## config.mk

```make
export PLATFORM = sky130hd
export DESIGN_NAME = cbus_step
export DESIGN_NICKNAME = d
export VERILOG_FILES = /design/src/design/cbus_pkg.sv /design/src/design/cbus_step.sv
export SDC_FILE = /design/constraint.sdc
export NUM_CORES = 1
export LEC_CHECK = 0
export CAP_MARGIN = 5
export CORE_UTILIZATION = 55
export DETAILED_ROUTE_END_ITERATION = 10
export DONT_BUFFER_PORTS = 1
export PLACE_DENSITY_LB_ADDON = 0.25
export SLEW_MARGIN = 0
export SYNTH_ARGS = -nofsm -noshare
export SYNTH_HDL_FRONTEND = slang
export SYNTH_SLANG_ARGS = --single-unit
```

## constraint.sdc

```tcl
create_clock -name clk_i -period 3.7 [get_ports clk_i]
set_clock_uncertainty 0.1 [all_clocks]
set_input_delay 0.37 -clock clk_i [delete_from_list [all_inputs] [get_ports clk_i]]
set_output_delay 0.37 -clock clk_i [all_outputs]
set_load 0.005 [all_outputs]
```

## src/design/cbus_pkg.sv

```systemverilog
// cbus_pkg: shared types and constants of the cubic bezier uniform sampler
// no dependencies; imported by every module of the block

package cbus_pkg;

  // default values of the top-level parameters
  localparam int COORD_WIDTH_DEF  = 16;
  localparam int MAX_SEGMENTS_DEF = 63;
  localparam int T_FRAC_BITS_DEF  = 16;

  // fixed field widths
  localparam int IDX_W    = 6;   // segment count, sample index
  localparam int NUM_CTRL = 12;  // four points, three coordinates each

  // segment count after reset
  localparam logic [IDX_W-1:0] NUM_SEG_RESET = IDX_W'(16);

  // status handed from the step divider to the sample engine
  typedef struct packed {
    logic             done;  // step values below are valid
    logic [IDX_W-1:0] n;     // effective segment count
    logic [IDX_W-1:0] rem;   // (2^T) mod n
  } step_info_t;

endpackage

```

## src/design/cbus_step.sv

```systemverilog
// cbus_step: segment count register and serial divider giving the parameter
// step 2^T / n and its remainder; depends on cbus_pkg

module cbus_step #(
  parameter int MAX_SEGMENTS = cbus_pkg::MAX_SEGMENTS_DEF,
  parameter int T_FRAC_BITS  = cbus_pkg::T_FRAC_BITS_DEF
) (
  input  logic                        clk_i,
  input  logic                        rst_ni,
  input  logic                        cfg_valid_i,
  output logic                        cfg_ready_o,
  input  logic [cbus_pkg::IDX_W-1:0]  cfg_data_i,
  output cbus_pkg::step_info_t        info_o,
  output logic [T_FRAC_BITS:0]        quo_o
);
  import cbus_pkg::*;

  localparam int QW = T_FRAC_BITS + 1;
  localparam int CNTW = $clog2(QW + 1);

  logic [IDX_W-1:0] n_q;
  logic [IDX_W-1:0] rem_q, rem_d;
  logic [QW-1:0]    quo_q;
  logic [CNTW-1:0]  cnt_q;
  logic             busy_q;
  logic             cfg_wr;
  logic             bit_in;
  logic [IDX_W:0]   rem_sh;
  logic             ge;

  // zero maps to one, large counts saturate
  function automatic logic [IDX_W-1:0] clamp_n(input logic [IDX_W-1:0] v);
    logic [IDX_W-1:0] r;
    r = (v == '0) ? IDX_W'(1) : v;
    if (int'(r) > MAX_SEGMENTS) begin
      r = IDX_W'(MAX_SEGMENTS);
    end
    return r;
  endfunction

  assign cfg_ready_o = 1'b1;
  assign cfg_wr      = cfg_valid_i;

  // restoring division of 2^T: only the leading dividend bit is set
  assign bit_in = (cnt_q == CNTW'(QW));
  assign rem_sh = {rem_q, bit_in};
  assign ge     = (rem_sh >= {1'b0, n_q});
  assign rem_d  = ge ? IDX_W'(rem_sh - {1'b0, n_q}) : rem_sh[IDX_W-1:0];

  always_ff @(posedge clk_i or negedge rst_ni) begin
    if (!rst_ni) begin
      n_q    <= clamp_n(NUM_SEG_RESET);
      busy_q <= 1'b1;
      cnt_q  <= CNTW'(QW);
      rem_q  <= '0;
      quo_q  <= '0;
    end else if (cfg_wr) begin
      n_q    <= clamp_n(cfg_data_i);
      busy_q <= 1'b1;
      cnt_q  <= CNTW'(QW);
      rem_q  <= '0;
      quo_q  <= '0;
    end else if (busy_q) begin
      rem_q <= rem_d;
      quo_q <= {quo_q[QW-2:0], ge};
      cnt_q <= cnt_q - CNTW'(1);
      if (cnt_q == CNTW'(1)) begin
        busy_q <= 1'b0;
      end
    end
  end

  assign info_o.done = !busy_q;
  assign info_o.n    = n_q;
  assign info_o.rem  = rem_q;
  assign quo_o       = quo_q;

endmodule

```

==> run_results.csv <==
group,metric,value,unit
outcome,outcome,"complete, no violations",
hold_path,hold_class,"input port to flip-flop",
setup_path,path_class,"flip-flop to flip-flop",
sta,fin_crit_sh,0.726,
power_and_ir_drop,pwr_density_cell,692,nW/um2
setup_path,r2r_start,"cnt_q[0]",
floorplanning,boundaryPins,40,
floorplanning,coreArea,3030,um2
setup_path,crit_required,3840,ps
setup_path,rrSetupSlack,1020,ps
grt,met1_usage,0.258,
setup_path,cp_max_fo,8,
routing,viasPerCell,5.83,
layout,area_delta_synth_final,8.07,%
synth,synth_warnings,0,
hold_path,min_from,"cfg_valid_i",
power_and_ir_drop,peakVddDrop,360,uV
synth,ys_seq_elements,35,
flow_run,max-cap-violations,0,
routing,drc,0,
grt,grt_overflow,0,
grt,use_met3,0.0681,
routing,drt_pass1_iterations,4,
grt,top_usage_layer,"met2",
synth,synthArstFlopShare,1.00,
synth,synth_area,1750,um2
synth,ys.flop_type,"dfrtp_1",
clocking,cts_made_buffers,5,
clocking,cts_max_level,2,
synth,syn_nets,185,
sta,worst_pin_slew,943,ps
synth,synthDistinctLibCells,34,
place,post-dp-hpwl,2.31,mm
floorplanning,die-area,3410,um2
hold_path,whs_endpoint,"n_q[1]",
setup_path,arrival,2820,ps
sta,timing.fmax,372,MHz
hold_path,hold_depth,1,
clocking,cts.sinks,35,
clocking,hold_buffers,3,
routing,drtAntennaViolNets,0,
layout,final_common_cell,"dfrtp_1",
sta,rsz0062_at_grt,"false",
synth,seq_area_frac_synth,0.503,
setup_path,endpoint_kind,"flip-flop",
sta,fin_crit,2680,ps
clocking,cts-root-buf,"clkbuf_4",
synth,synth-edff-count,0,
routing,drt_iter0_drc,41,
layout,layout-drive-gt1-share,0.112,
grt,use_met2,0.366,
floorplanning,dieWidth,58.4,um
clocking,post_cts_buffers,0,
setup_path,rr_worst_depth,8,
layout,diodes,0,
layout,fin_cells,213,
grt,grt_pass1_wl,5.49,mm
routing,vias,1242,
grt,grt_max_degree,36,
sta,finalHoldViolations,0,
clocking,cts_repair_resize_count,0,
floorplanning,start_util,0.579,
sta,slew-limit-headroom,0.369,
layout,final_cell_mix,"dfrtp_1 (31), nor2_1 (27), mux2i_1 (19), inv_1 (11), nand2_1 (11)",
setup_path,start_kind,"flip-flop",
grt,antenna_found_initial,0,
synth,synthesis.instances,167,
clocking,cts_tree,"done",
routing,wl_per_cell,16.2,um
place,place_congestion,0.862,
floorplanning,row_count,20,
sta,finalSetupViolations,0,
clocking,path_clk_slew,120,ps
place,io_buffers,0,
grt,track_usage,0.219,
sta,slew_viol_final,0,
synth,syn_area_per_cell,10.5,um2
routing,wl,3.45,mm
power_and_ir_drop,total_power,0.00131,W
layout,final_nets,186,
clocking,clockBufferDepth,2,
clocking,clock_latency,330,ps
place,place_inst,201,
grt,grt_pass1_vias,1223,
setup_path,worstReg2RegEnd,"rem_q[0]",
sta,setup_tns,0,ps
power_and_ir_drop,power_leakage,1.02,nW
floorplanning,die_height,58.4,um
-- synthesized netlist by cell type, drive strengths merged, types with 3 or more instances --
library cell	instances	area, um2
a211oi	7	62.6
a21o	3	25.0
a21oi	4	20.0
buf	4	27.5
clkbuf	6	22.5
dfrtp	31	776
dfstp	4	105
ha	8	100
inv	11	41.3
mux2i	19	190
nand2	11	41.3
nor2	27	101
o21ai	6	30.0
xnor2	4	35.0
xor2	4	35.0
-- layer usage --
metal | share of wire | up-vias
met5 | 0 | -
met4 | 0.011 | 0
met3 | 0.066 | 8
met2 | 0.51 | 53
met1 | 0.41 | 612
li1 | - | 569
-- kinds of logic after synthesis --
group | synth area share
DFF | 0.503
xor gates and xnor gates | 0.0400
other | 0.00214
AOI/OAI and AO/OA | 0.114
muxes | 0.117
adders and majority gates | 0.0686
and+or+nand+nor | 0.104
buffers and inverters | 0.0521
-- state kept, by name (all words and copies together) (netlist names) --
register  count
busy_q        1
cnt_q         5
quo_o        17
rem_q         6
n_q           6
-- metrics by stage --
step,worst slack (ps),util,instance area (um2),hold WS (ps)
2_1_floorplan,1370,-,1750,-25.6
3_3_place_gp,1210,0.580,1760,-24.7
3_5_place_dp,1050,0.580,1760,-24.8
4_1_cts,1020,0.622,1880,0.840
5_1_grt,886,0.625,1890,1.32
6_report,1020,0.625,1890,18.8
-- cell type report --
class / count / area, um2
Sequential cell: 35 / 881
Fill cell: 257 / 1130
Timing Repair Buffer: 4 / 50.0
Inverter: 11 / 41.3
Clock inverter: 2 / 35.0
Tap cell: 44 / 55.1
Clock buffer: 6 / 51.3
Multi-Input combinational cell: 111 / 779
-- worst max path at each step --
stage / start / to / slack (ps) / cells after the start
floorplan: cnt_q[0] / rem_q[0] / 1370 / 9
global placement: cnt_q[0] / rem_q[0] / 1210 / 8
detailed placement: cnt_q[0] / rem_q[0] / 1050 / 8
CTS: cnt_q[0] / rem_q[0] / 1020 / 8
global route: cnt_q[0] / rem_q[0] / 890 / 8
finish: cnt_q[0] / rem_q[0] / 1020 / 8
-- worst max-delay path, cell delays in order, from the launching register on --
cell      delay (ps)
dfstp_2          580
ha_1             170
nand3_1          100
ha_1             310
nand2b_1         150
a31oi_1          210
o21a_1           410
mux2_4           350
a211oi_2         220
-- power breakdown --
part / internal [W] / switching, W
Sequential: 0.000451 / 0.000105
Combinational: 0.000232 / 0.000233
Clock: 0.000160 / 0.000130
Total: 0.000843 / 0.000468
(Power assumes the default switching activity.)
