--- config.mk ---
export PLATFORM = sky130hd
export DESIGN_NAME = cbus_front
export DESIGN_NICKNAME = d
export VERILOG_FILES = /design/src/design/cbus_pkg.sv /design/src/design/cbus_front.sv
export SDC_FILE = /design/constraint.sdc
export NUM_CORES = 1
export LEC_CHECK = 0
export BUFFER_PORTS_ARGS = -buffer_cell sky130_fd_sc_hd__buf_2
export CELL_PAD_IN_SITES_DETAIL_PLACEMENT = 0
export CELL_PAD_IN_SITES_GLOBAL_PLACEMENT = 2
export CORE_MARGIN = 2
export CORE_UTILIZATION = 40
export CTS_BUF_LIST = sky130_fd_sc_hd__clkbuf_8
export CTS_CLUSTER_SIZE = 8
export DETAILED_ROUTE_END_ITERATION = 7
export GPL_ROUTABILITY_DRIVEN = 1
export PLACE_DENSITY = 0.81
export SLEW_MARGIN = 10
export SYNTH_ARGS = -nofsm -noshare
export SYNTH_HDL_FRONTEND = slang
export SYNTH_SLANG_ARGS = --single-unit
export TNS_END_PERCENT = 30
--- constraint.sdc ---
create_clock -name clk_i -period 13.3 [get_ports clk_i]
set_clock_uncertainty 0.05 [all_clocks]
set_input_delay 0.665 -clock clk_i [delete_from_list [all_inputs] [get_ports clk_i]]
set_output_delay 0.665 -clock clk_i [all_outputs]
set_load 0.005 [all_outputs]
--- src/design/cbus_pkg.sv ---
// cbus_pkg: shared types and constants of the cubic bezier uniform sampler
// no dependencies; imported by every module of the block

package cbus_pkg;

  // default values of the top-level parameters
  localparam int COORD_WIDTH_DEF  = 16;
  localparam int MAX_SEGMENTS_DEF = 63;
  localparam int T_FRAC_BITS_DEF  = 16;

  // fixed field widths
  localparam int IDX_W    = 6;   // segment count, sample index
  localparam int NUM_CTRL = 12;  // four points, three coordinates each

  // segment count after reset
  localparam logic [IDX_W-1:0] NUM_SEG_RESET = IDX_W'(16);

  // status handed from the step divider to the sample engine
  typedef struct packed {
    logic             done;  // step values below are valid
    logic [IDX_W-1:0] n;     // effective segment count
    logic [IDX_W-1:0] rem;   // (2^T) mod n
  } step_info_t;

endpackage

--- src/design/cbus_front.sv ---
// cbus_front: input side of the sampler, takes control point transactions
// into a two-entry queue; depends on cbus_pkg

module cbus_front #(
  parameter int COORD_WIDTH = cbus_pkg::COORD_WIDTH_DEF
) (
  input  logic                                       clk_i,
  input  logic                                       rst_ni,
  input  logic                                       in_valid_i,
  output logic                                       in_ready_o,
  input  logic [cbus_pkg::NUM_CTRL*COORD_WIDTH-1:0]  in_data_i,
  input  logic                                       pop_i,
  output logic                                       head_valid_o,
  output logic [cbus_pkg::NUM_CTRL*COORD_WIDTH-1:0]  head_data_o
);
  import cbus_pkg::*;

  localparam int DW = NUM_CTRL * COORD_WIDTH;

  logic [DW-1:0] mem_q [2];
  logic          wr_q, rd_q;
  logic [1:0]    cnt_q;
  logic          push;
  logic          pop;

  assign in_ready_o   = (cnt_q != 2'd2);
  assign head_valid_o = (cnt_q != 2'd0);
  assign head_data_o  = mem_q[rd_q];
  assign push         = in_valid_i && in_ready_o;
  assign pop          = pop_i && head_valid_o;

  // queue storage
  always_ff @(posedge clk_i) begin
    if (push) begin
      mem_q[wr_q] <= in_data_i;
    end
  end

  // pointers and fill count
  always_ff @(posedge clk_i or negedge rst_ni) begin
    if (!rst_ni) begin
      wr_q  <= 1'b0;
      rd_q  <= 1'b0;
      cnt_q <= 2'd0;
    end else begin
      if (push) begin
        wr_q <= ~wr_q;
      end
      if (pop) begin
        rd_q <= ~rd_q;
      end
      if (push && !pop) begin
        cnt_q <= cnt_q + 2'd1;
      end else if (pop && !push) begin
        cnt_q <= cnt_q - 2'd1;
      end
    end
  end

endmodule

==> impl_results.md, run 1 <==
* H-tree depth at 3
* Sw power at 1.03 mW
* CTS root buffer: clkbuf_8
* Final Hold Fails at 0
* PD cells at 208 nW/um^2
* Port Buf Inserts at 389
* Final core utilization at 0.508
* Layout cell share with drive strength beyond 1 at 0.602
* # Post-CTS Setup Buffers at 0
* Async S/R FF share, synth at 0.0103
* Pre-antenna DRT Iters at 6
* Unique masters post-synth at 15
* Min-Delay Path Depth at 1
* Post-route setup TNS at 0 ns
* Post-route ant nets at 0
* Synth Register Bits at 388
* # IOs at 390
* Placed cells at 1,445
* Power share of the sequential group at 0.483
* Via density at around 4.7
* Synth area leader: edfxtp_1
* Final min period at 3.91 ns
* Synth Instances at 615
* Hold path startpoint: in_data_i[126]
* Final wirelength at 29,400 um
* Layout fillers at 2,876
* Dpl hpwl at ~19,000 um
* Die width at 192 um
* Num rows at 68
* Fin cells at ~1,600
* Multi-input logic area at 2260 sq um
* Placement Setup Slack at 9.80 ns
* CTS Buf Count at 66
* Largest net degree at the start of global routing at a little over 80
* Worst Path Required at 12.59 ns
* Worst Setup Start Kind: flop
* GRT Residual Overflow at 0
* Max VDD drop at 0.161 mV
* Reg2Reg Capture Point: mem_q[0][19]
* Status: finished clean
* Syn_area_per_cell at 22.9 sq um
* Vias post-DR at 7,288
* Initial antenna violation count at 10
* Layout net count at 1,256
* Reg2Reg Depth at 5
* Sequential cell area at around 12,000 sq um
* Initial drt markers at 383
* Met2 GRT Util at 0.259
* Synth cell count leaders: 384 x edfxtp_1, 192 x mux2_2, 11 x buf_4
* Arr. time, crit path at 3.19 ns
* CP Class: reg2out
* Count leader, synth: edfxtp_1
* CTS clk-pin slew, worst paths at roughly 0.06 ns
* Initial Util at 0.406
* Die H at 192 um
* Die area at 36,700 sq um
* Clk Latency, worst-skew pair at 0.57 ns
* Syn. warnings at 0
* First-pass GRT wire length at 42,200 um
* Seq/Total Area, Yosys at 0.827
* Setup violators final at 0
* Worst r2r src: cnt_q[0]
* Max_cap viols at 0
* Area share of the largest cell type after synthesis at 0.820
* RSZ-0062 raised after global routing: false
* Internal Pwr Total at ~2.6 mW
* Final worst path period share at 0.294
* Leakage power at 6.63 nW
* Placer's final routability congestion estimate at 0.748
* Sw Share at 0.282
* Number of global-route vias before repair at 7,673
* Hold Crit Class: in2reg
* Worst slew pin tran at about 1.2 ns
* GR met3 Demand/Resource at 0.0586
* CTS tree: done
* Main synth FF type: edfxtp_1
* Clock tree sinks at 388
* Global route hottest layer: met2
* Fmax at 256 MHz
* Reg2Reg Setup Slack at 9.99 ns
* Synthesized cell area at 14,100 sq um
* Setup WS post-layout at 9.39 ns
* Remaining DRCs at 0
* Core area at 34,600 sq um
* Slew Viols, Final at 0
* Grt met1 use at 0.174
* WHS Endpoint: mem_q[0][126]
* Crit end category: output pin
* All-Layer GR Usage at 0.155
* Clock Tree Buf Depth at 3
* Worst Path Max Fanout at 81
* Syn Nets at 812
* Clock power share at 0.245
* Dominant cells by area after synthesis: edfxtp_1 82%, mux2_2 15%, dfrtp_1 0.71%, buf_6 0.64%, buf_4 0.59%
* Comb power frac at 0.272
* Area growth from synthesis to layout at 25.0%
* Pwr Total at between 3 and 4 mW
* Detail-routed net length per standard cell at between 15 and 20 um
* Post-synth EDFFs at 384
* Worst slew margin at 0.217
## placed cells by master, fill, tap and decap left out, types with 2 or more instances in the layout
cell        netlist  layout
diode_2           0       6
edfxtp_1        384     384
buf_4            11       7
clkinvlp_4        0       3
nand2_1           2       2
dfrtp_1           4       3
buf_2             2     389
clkbuf_8          0      67
mux2_2          192     192
inv_1             1      27
xnor2_1           3       3
clkinv_1          0      13
xor2_1            2       2
## worst max path at each step
stage          startpoint               end  slack, ns  cells after the start
2_1_floorplan  in_valid_i       mem_q[0][0]       3.79                      2
3_3_place_gp   in_valid_i     mem_q[0][118]       9.81                      5
3_5_place_dp   in_valid_i      mem_q[0][24]       9.80                      5
4_1_cts              rd_q  head_data_o[181]       9.31                      3
5_1_grt              rd_q   head_data_o[96]       9.19                      3
6_report             rd_q  head_data_o[154]       9.39                      3
## per-layer routing
layer / vias to the layer above / part of all wire
li1: 3364 / -
met1: 3589 / 0.39
met2: 270 / 0.50
met3: 57 / 0.086
met4: 8 / 0.027
met5: - / 0.0016
## timing repair
item                       4_1_cts  5_1_grt
setup endpoints to repair        0        0
gates resized for setup          0        0
hold endpoints to repair         4        0
hold buffers                     1        0
## registers in the layout (all words and copies together), names as in the netlist
| name | cells |
|---|---|
| cnt_q | 2 |
| rd_q | 1 |
| mem_q | 384 |
| wr_q | 1 |
## power by group through the flow
stage          sequential, mW  clock [mW]  combinational [mW]
2_1_floorplan            1.81           0               0.631
3_3_place_gp             1.78           0                1.02
3_5_place_dp             1.79           0                1.01
4_1_cts                  1.77       0.936                1.02
5_1_grt                  1.79       0.992                1.08
6_report                 1.76       0.897               0.993
## worst max-delay path, cell delays in order (launching register included)
cell and delay, ns:
dfrtp_4 0.95, buf_4 0.88, mux2_2 0.43, buf_2 0.13
## cell type report
type	instances	area share
clock inverters	43	0.00989
clock buffers	67	0.0524
diodes	6	0.000853
repair buffers	397	0.114
flip-flops and latches	388	0.661
well taps	455	0.0324
inverters	1	0.000213
multi-input cells	205	0.129
## per-stage QoR
step | area [sq um] | hold slack [ns]
global route | 17600 | 0.149
detailed placement | 16500 | 0.433
global placement | 16500 | 0.433
finish | 17600 | 0.214
CTS | 17600 | 0.142
floorplan | 14100 | 0.319
## logic make-up after synthesis
logic type / count (synthesis) / share of synthesized area
fa+ha+maj: 1 / 0.000889
buf+inv: 22 / 0.0133
xor+xnor: 5 / 0.00311
simple gates: 7 / 0.00240
mux: 192 / 0.154
flops: 388 / 0.827
Power figures use the tool's default switching activity.
==> inputs of run 2 (changes only) <==
- clock period: 13.3 -> 3.7 ns (I/O delays scaled with it)
==> impl_results.md, run 2 (same netlist as run 1, synthesis figures left out) <==
* Initial Util at 0.406
* Biggest register: mem_q
* Worst r2r src: cnt_q[0]
* Core area at around 35,000 sq um
* CTS clk-pin slew, worst paths at 0.06 ns
* GRT Residual Overflow at 0
* Pwr Total at between 10 and 15 mW
* Area growth from synthesis to layout at 40.3%
* Worst path max stage delay at 0.74 ns
* H-tree depth at 3
* Max VDD drop at ~0.52 mV
* Arr. time, crit path at 2.40 ns
* Min-Delay Path Depth at 2
* Worst Path Max Fanout at 85
* Port Buf Inserts at 389
* Fin cells at roughly 1,800
* Post-route cell area at 19,700 sq um
* Hold Slack at ~0.27 ns
* CTS root buffer: clkbuf_8
* Placer's final routability congestion estimate at approximately 0.75
* Slew Viols, Final at 0
* Layout net count at 1,458
* RSZ-0062 raised after global routing: false
* Met2 wire length at 15,800 um
* Setup violators final at 0
* Reg2Reg Setup Slack at 1.62 ns
* Reg2Reg Depth at 3
* CTS tree: done
* Vias post-DR at 8,048
* Num rows at just under 70
* Max_cap viols at 0
* Final Hold Fails at 0
* Fmax at 379 MHz
* Slowest library cell on the worst path: dfrtp_4
* Clk Latency, worst-skew pair at between 0.5 and 0.6 ns
* Final min period at 2.64 ns
* M1 wire length at 11,900 um
* Initial antenna violation count at 1
* Die H at 192 um
* Initial drt markers at 261
* Clock tree sinks at around 390
* Largest net degree at the start of global routing at 86
* Layout cell share with drive strength beyond 1 at 0.519
* Worst Path Buf+Inv at 2
* Status: finished clean
* Clock Tree Buf Depth at 3
* PD cells at 686 nW/um^2
* Worst slew margin at 0.461
* CP Cell Sequence: buf_12 -> mux2_2 -> buf_2
* Most frequent cells in the layout: 389 x buf_2, 384 x edfxtp_1, 196 x dlygate4sd3_1
* Largest regs: mem_q: 384 flops, cnt_q: 2 flops
* Top delay family on crit path: flip-flops
* CP Class: reg2out
* Die area at 36,700 sq um
* Most common cell after layout, fill and taps aside: buf_2
* Reg2Reg Capture Point: mem_q[1][19]
* Hold path startpoint: in_data_i[181]
* Via density at 4.57
* Worst Path Required at 3.46 ns
* WP depth at 3
* CTS resizes at 0
* Dpl hpwl at 19,300 um
* Max reg flops at 384
* Top layer in use: met4
* CTS Buf Count at 66
* Post-CTS Hold Buffers at a little under 200
* Pre-antenna DRT Iters at 4
* # Post-CTS Setup Buffers at 0
* Hold Crit Class: in2reg
* Crit end category: output pin
* # IOs at 390
* Worst Setup Start Kind: flop
* WHS Endpoint: mem_q[1][181]
* First-pass GRT wire length at 45,400 um
* Leakage power at approximately 7.5 nW
* Number of global-route vias before repair at 8,634
* Worst slew pin tran at between 0.8 and 0.9 ns
* All-Layer GR Usage at 0.164
* Placed Instance Area at 16,600 sq um
* Final wirelength at 30,900 um
* Final worst path period share at 0.713
* Detail-routed net length per standard cell at 17.5 um
* Post-route ant nets at 0
* Die width at 192 um
* Remaining DRCs at 0
* Placed cells at about 1,500
* Wire length on met3 at 2380 um
[run 2: changes by cell type in the layout (fill, tap and decap cells not counted), moves of 4 or more]
cell           delta
diode_2           -5
inv_1             -5
inv_6             +4
dlygate4sd3_1   +195
buf_12            +8
[run 2: where the power goes]
group          switching (mW)  internal, mW
Combinational            1.95          2.00
Sequential              0.270          6.00
Clock                    1.61          1.72
Total                    3.83          9.72
[run 2: worst max path at each step]
stage          startpoint         endpoint  slack (ns)
5_1_grt              rd_q  head_data_o[23]        0.91
2_1_floorplan    cnt_q[0]      mem_q[0][0]       -0.21
4_1_cts              rd_q  head_data_o[23]        0.99
3_5_place_dp     cnt_q[0]     mem_q[1][10]        1.60
3_3_place_gp     cnt_q[0]     mem_q[1][77]        1.62
6_report             rd_q  head_data_o[24]        1.06
[run 2: metrics by stage]
| step | util | setup TNS, ns | setup slack, ns |
|---|---|---|---|
| 3_5_place_dp | 0.481 | 0 | 1.60 |
| 2_1_floorplan | - | -40.70 | -0.212 |
| 6_report | 0.570 | 0 | 1.06 |
| 3_3_place_gp | 0.481 | 0 | 1.62 |
| 4_1_cts | 0.570 | 0 | 0.989 |
| 5_1_grt | 0.570 | 0 | 0.914 |
[run 2: worst register-to-register path: stages, from the launching register on]
cell      delay [ns]
dfrtp_1         0.40
nand2b_4        0.17
and3_4          0.59
buf_12          0.40
[run 2: layer usage]
metal  GRT usage  vias to the layer above
met5           0                        -
met4      0.0760                        0
met3      0.0567                       53
met2       0.282                      297
met1       0.182                     3933
li1            -                     3765
[run 2: area by class of cell]
type,count,area (sq um)
multi-input combinational,205,2280
timing repair buffer,599,4110
tap,455,569
sequential,388,11600
fill,2692,14900
clock inverter,42,184
antenna,1,2.50
inverter,1,3.75
clock buffer,69,950
==> inputs of run 3 (changes only) <==
- CORE_UTILIZATION: 40 -> 36
- PLACE_DENSITY: 0.81 -> 0.77
- clock period: 3.7 -> 2.21 ns (I/O delays scaled with it)
==> impl_results.md, run 3 (same netlist as run 1, synthesis figures left out) <==
* Status: finished clean
* Die width at 202 um
* Fmax at ~460 MHz
* Vias post-DR at 8,114
* Clock tree sinks at 388
* Die area at between 40,000 and 50,000 sq um
* Initial Util at 0.364
* Arr. time, crit path at 2.03 ns
* All-Layer GR Usage at 0.155
* Max_cap viols at 0
* Pre-antenna DRT Iters at 4
* Dpl hpwl at about 20,000 um
* Worst slew pin tran at 0.522 ns
* Most frequent cells in the layout: 389 x buf_2, 384 x edfxtp_1, 196 x dlygate4sd3_1
* Setup WS post-layout at 0.0229 ns
* Worst Setup Start Kind: flop
* Largest net degree at the start of global routing at 78
* RSZ-0062 raised after global routing: true
* PD cells at 1160 nW/um^2
* Via density at roughly 4.4
* Pwr Total at 23.3 mW
* CP Class: reg2out
* Port Buf Inserts at between 300 and 400
* Largest regs: mem_q: 384 flops, cnt_q: 2 flops
* Num rows at 72
* Post-route ant nets at 0
* Crit end category: output pin
* Area growth from synthesis to layout at 42.3%
* # IOs at 390
* Number of global-route vias before repair at 8,930
* H-tree depth at 3
* Worst slew margin at 0.652
* Slew Viols, Final at 0
* Fin cells at 1,836
* Initial drt markers at 284
* Worst Path Max Fanout at 45
* CP Cell Sequence: buf_12 -> mux2_2 -> buf_2
* CTS tree: done
* Detail-routed net length per standard cell at between 15 and 20 um
* Worst path max stage delay at ~0.56 ns
* CTS clk-pin slew, worst paths at about 0.060 ns
* First-pass GRT wire length at about 49,000 um
* Worst Path Required at 2.05 ns
* Diode count at 0
* # Post-CTS Setup Buffers at 0
* CTS Buf Count at 68
* Leakage power at 7.67 nW
* Final min period at around 2.2 ns
* Layout net count at 1,467
* Setup violators final at 0
* Final worst path period share at 0.990
* GRT Residual Overflow at 0
* Hold Crit Class: in2reg
* Clock Tree Buf Depth at 3
* Layout fillers at roughly 3,200
* Post-route setup TNS at 0 ns
* Most common cell after layout, fill and taps aside: buf_2
* Core area at 38,600 sq um
* Max VDD drop at 0.818 mV
* Final wirelength at between 30,000 and 40,000 um
* Max reg flops at 384
* Placed cells at 1,521
* Biggest register: mem_q
* Placement Setup Slack at 0.410 ns
* Initial antenna violation count at 0
* CTS root buffer: clkbuf_8
* Final Hold Fails at 0
* Die H at between 200 and 250 um
* Slowest library cell on the worst path: dfrtp_4
* Layout cell share with drive strength beyond 1 at 0.520
* Placer's final routability congestion estimate at 0.729
* Remaining DRCs at 0
* Clk Latency, worst-skew pair at 0.58 ns
==> run 3: timing repair <==
| item | in CTS | in global routing |
|---|---|---|
| gates resized for setup | 2 | 5 |
| setup endpoints to repair | 103 | 105 |
| endpoints found under the hold margin | 397 | 0 |
| cloned | 0 | 1 |
| hold buffers | 196 | 0 |
==> run 3: path summary, 6_finish.rpt <==
kind | from | slack [ns] | cells past startpoint | to
worst max-delay path | rd_q | 0.02 | 3 | head_data_o[65]
worst min-delay path | in_data_i[96] | 0.20 | 2 | mem_q[0][96]
worst max register to register | cnt_q[0] | 0.44 | 3 | mem_q[1][57]
worst min register to register | cnt_q[0] | 0.49 | 1 | cnt_q[0]
max in group asynchronous | rst_ni | 1.51 | 3 | rd_q
min in group asynchronous | rst_ni | 0.39 | 3 | wr_q
==> run 3: layer usage <==
layer	part of all wire	wire [um]	GRT usage
met1	0.40	12800	0.181
met2	0.49	15600	0.257
met3	0.078	2490	0.0549
met4	0.029	919	0.0704
met5	0	0	0
==> run 3: through the flow <==
step	hold WS, ns	util	area [sq um]
floorplan	-0.235	-	14100
global placement	-0.129	0.435	16800
detailed placement	-0.124	0.435	16800
CTS	0.118	0.517	20000
global route	0.150	0.518	20000
finish	0.197	0.518	20000
==> run 3: final cells by class <==
type / instances / area [sq um] / area share
Inverter: 1 / 3.75 / 0.000187
Timing Repair Buffer: 606 / 4250 / 0.212
Clock inverter: 47 / 215 / 0.0107
Clock buffer: 71 / 977 / 0.0488
Sequential cell: 388 / 11600 / 0.581
Tap cell: 518 / 648 / 0.0324
Multi-Input combinational cell: 205 / 2290 / 0.114
==> run 3: report_power, final <==
part	switching, mW	leakage [nW]	internal, mW
registers	0.372	3.61	10.0
clock network	2.74	0.720	3.07
logic	3.48	3.34	3.56
==> run 3: worst max-delay path, delay by kind of cell, from the launching register on <==
kind	cells	cell delay, ns
flip-flops	1	0.56
multiplexers	1	0.42
buffers and inverters	2	0.42
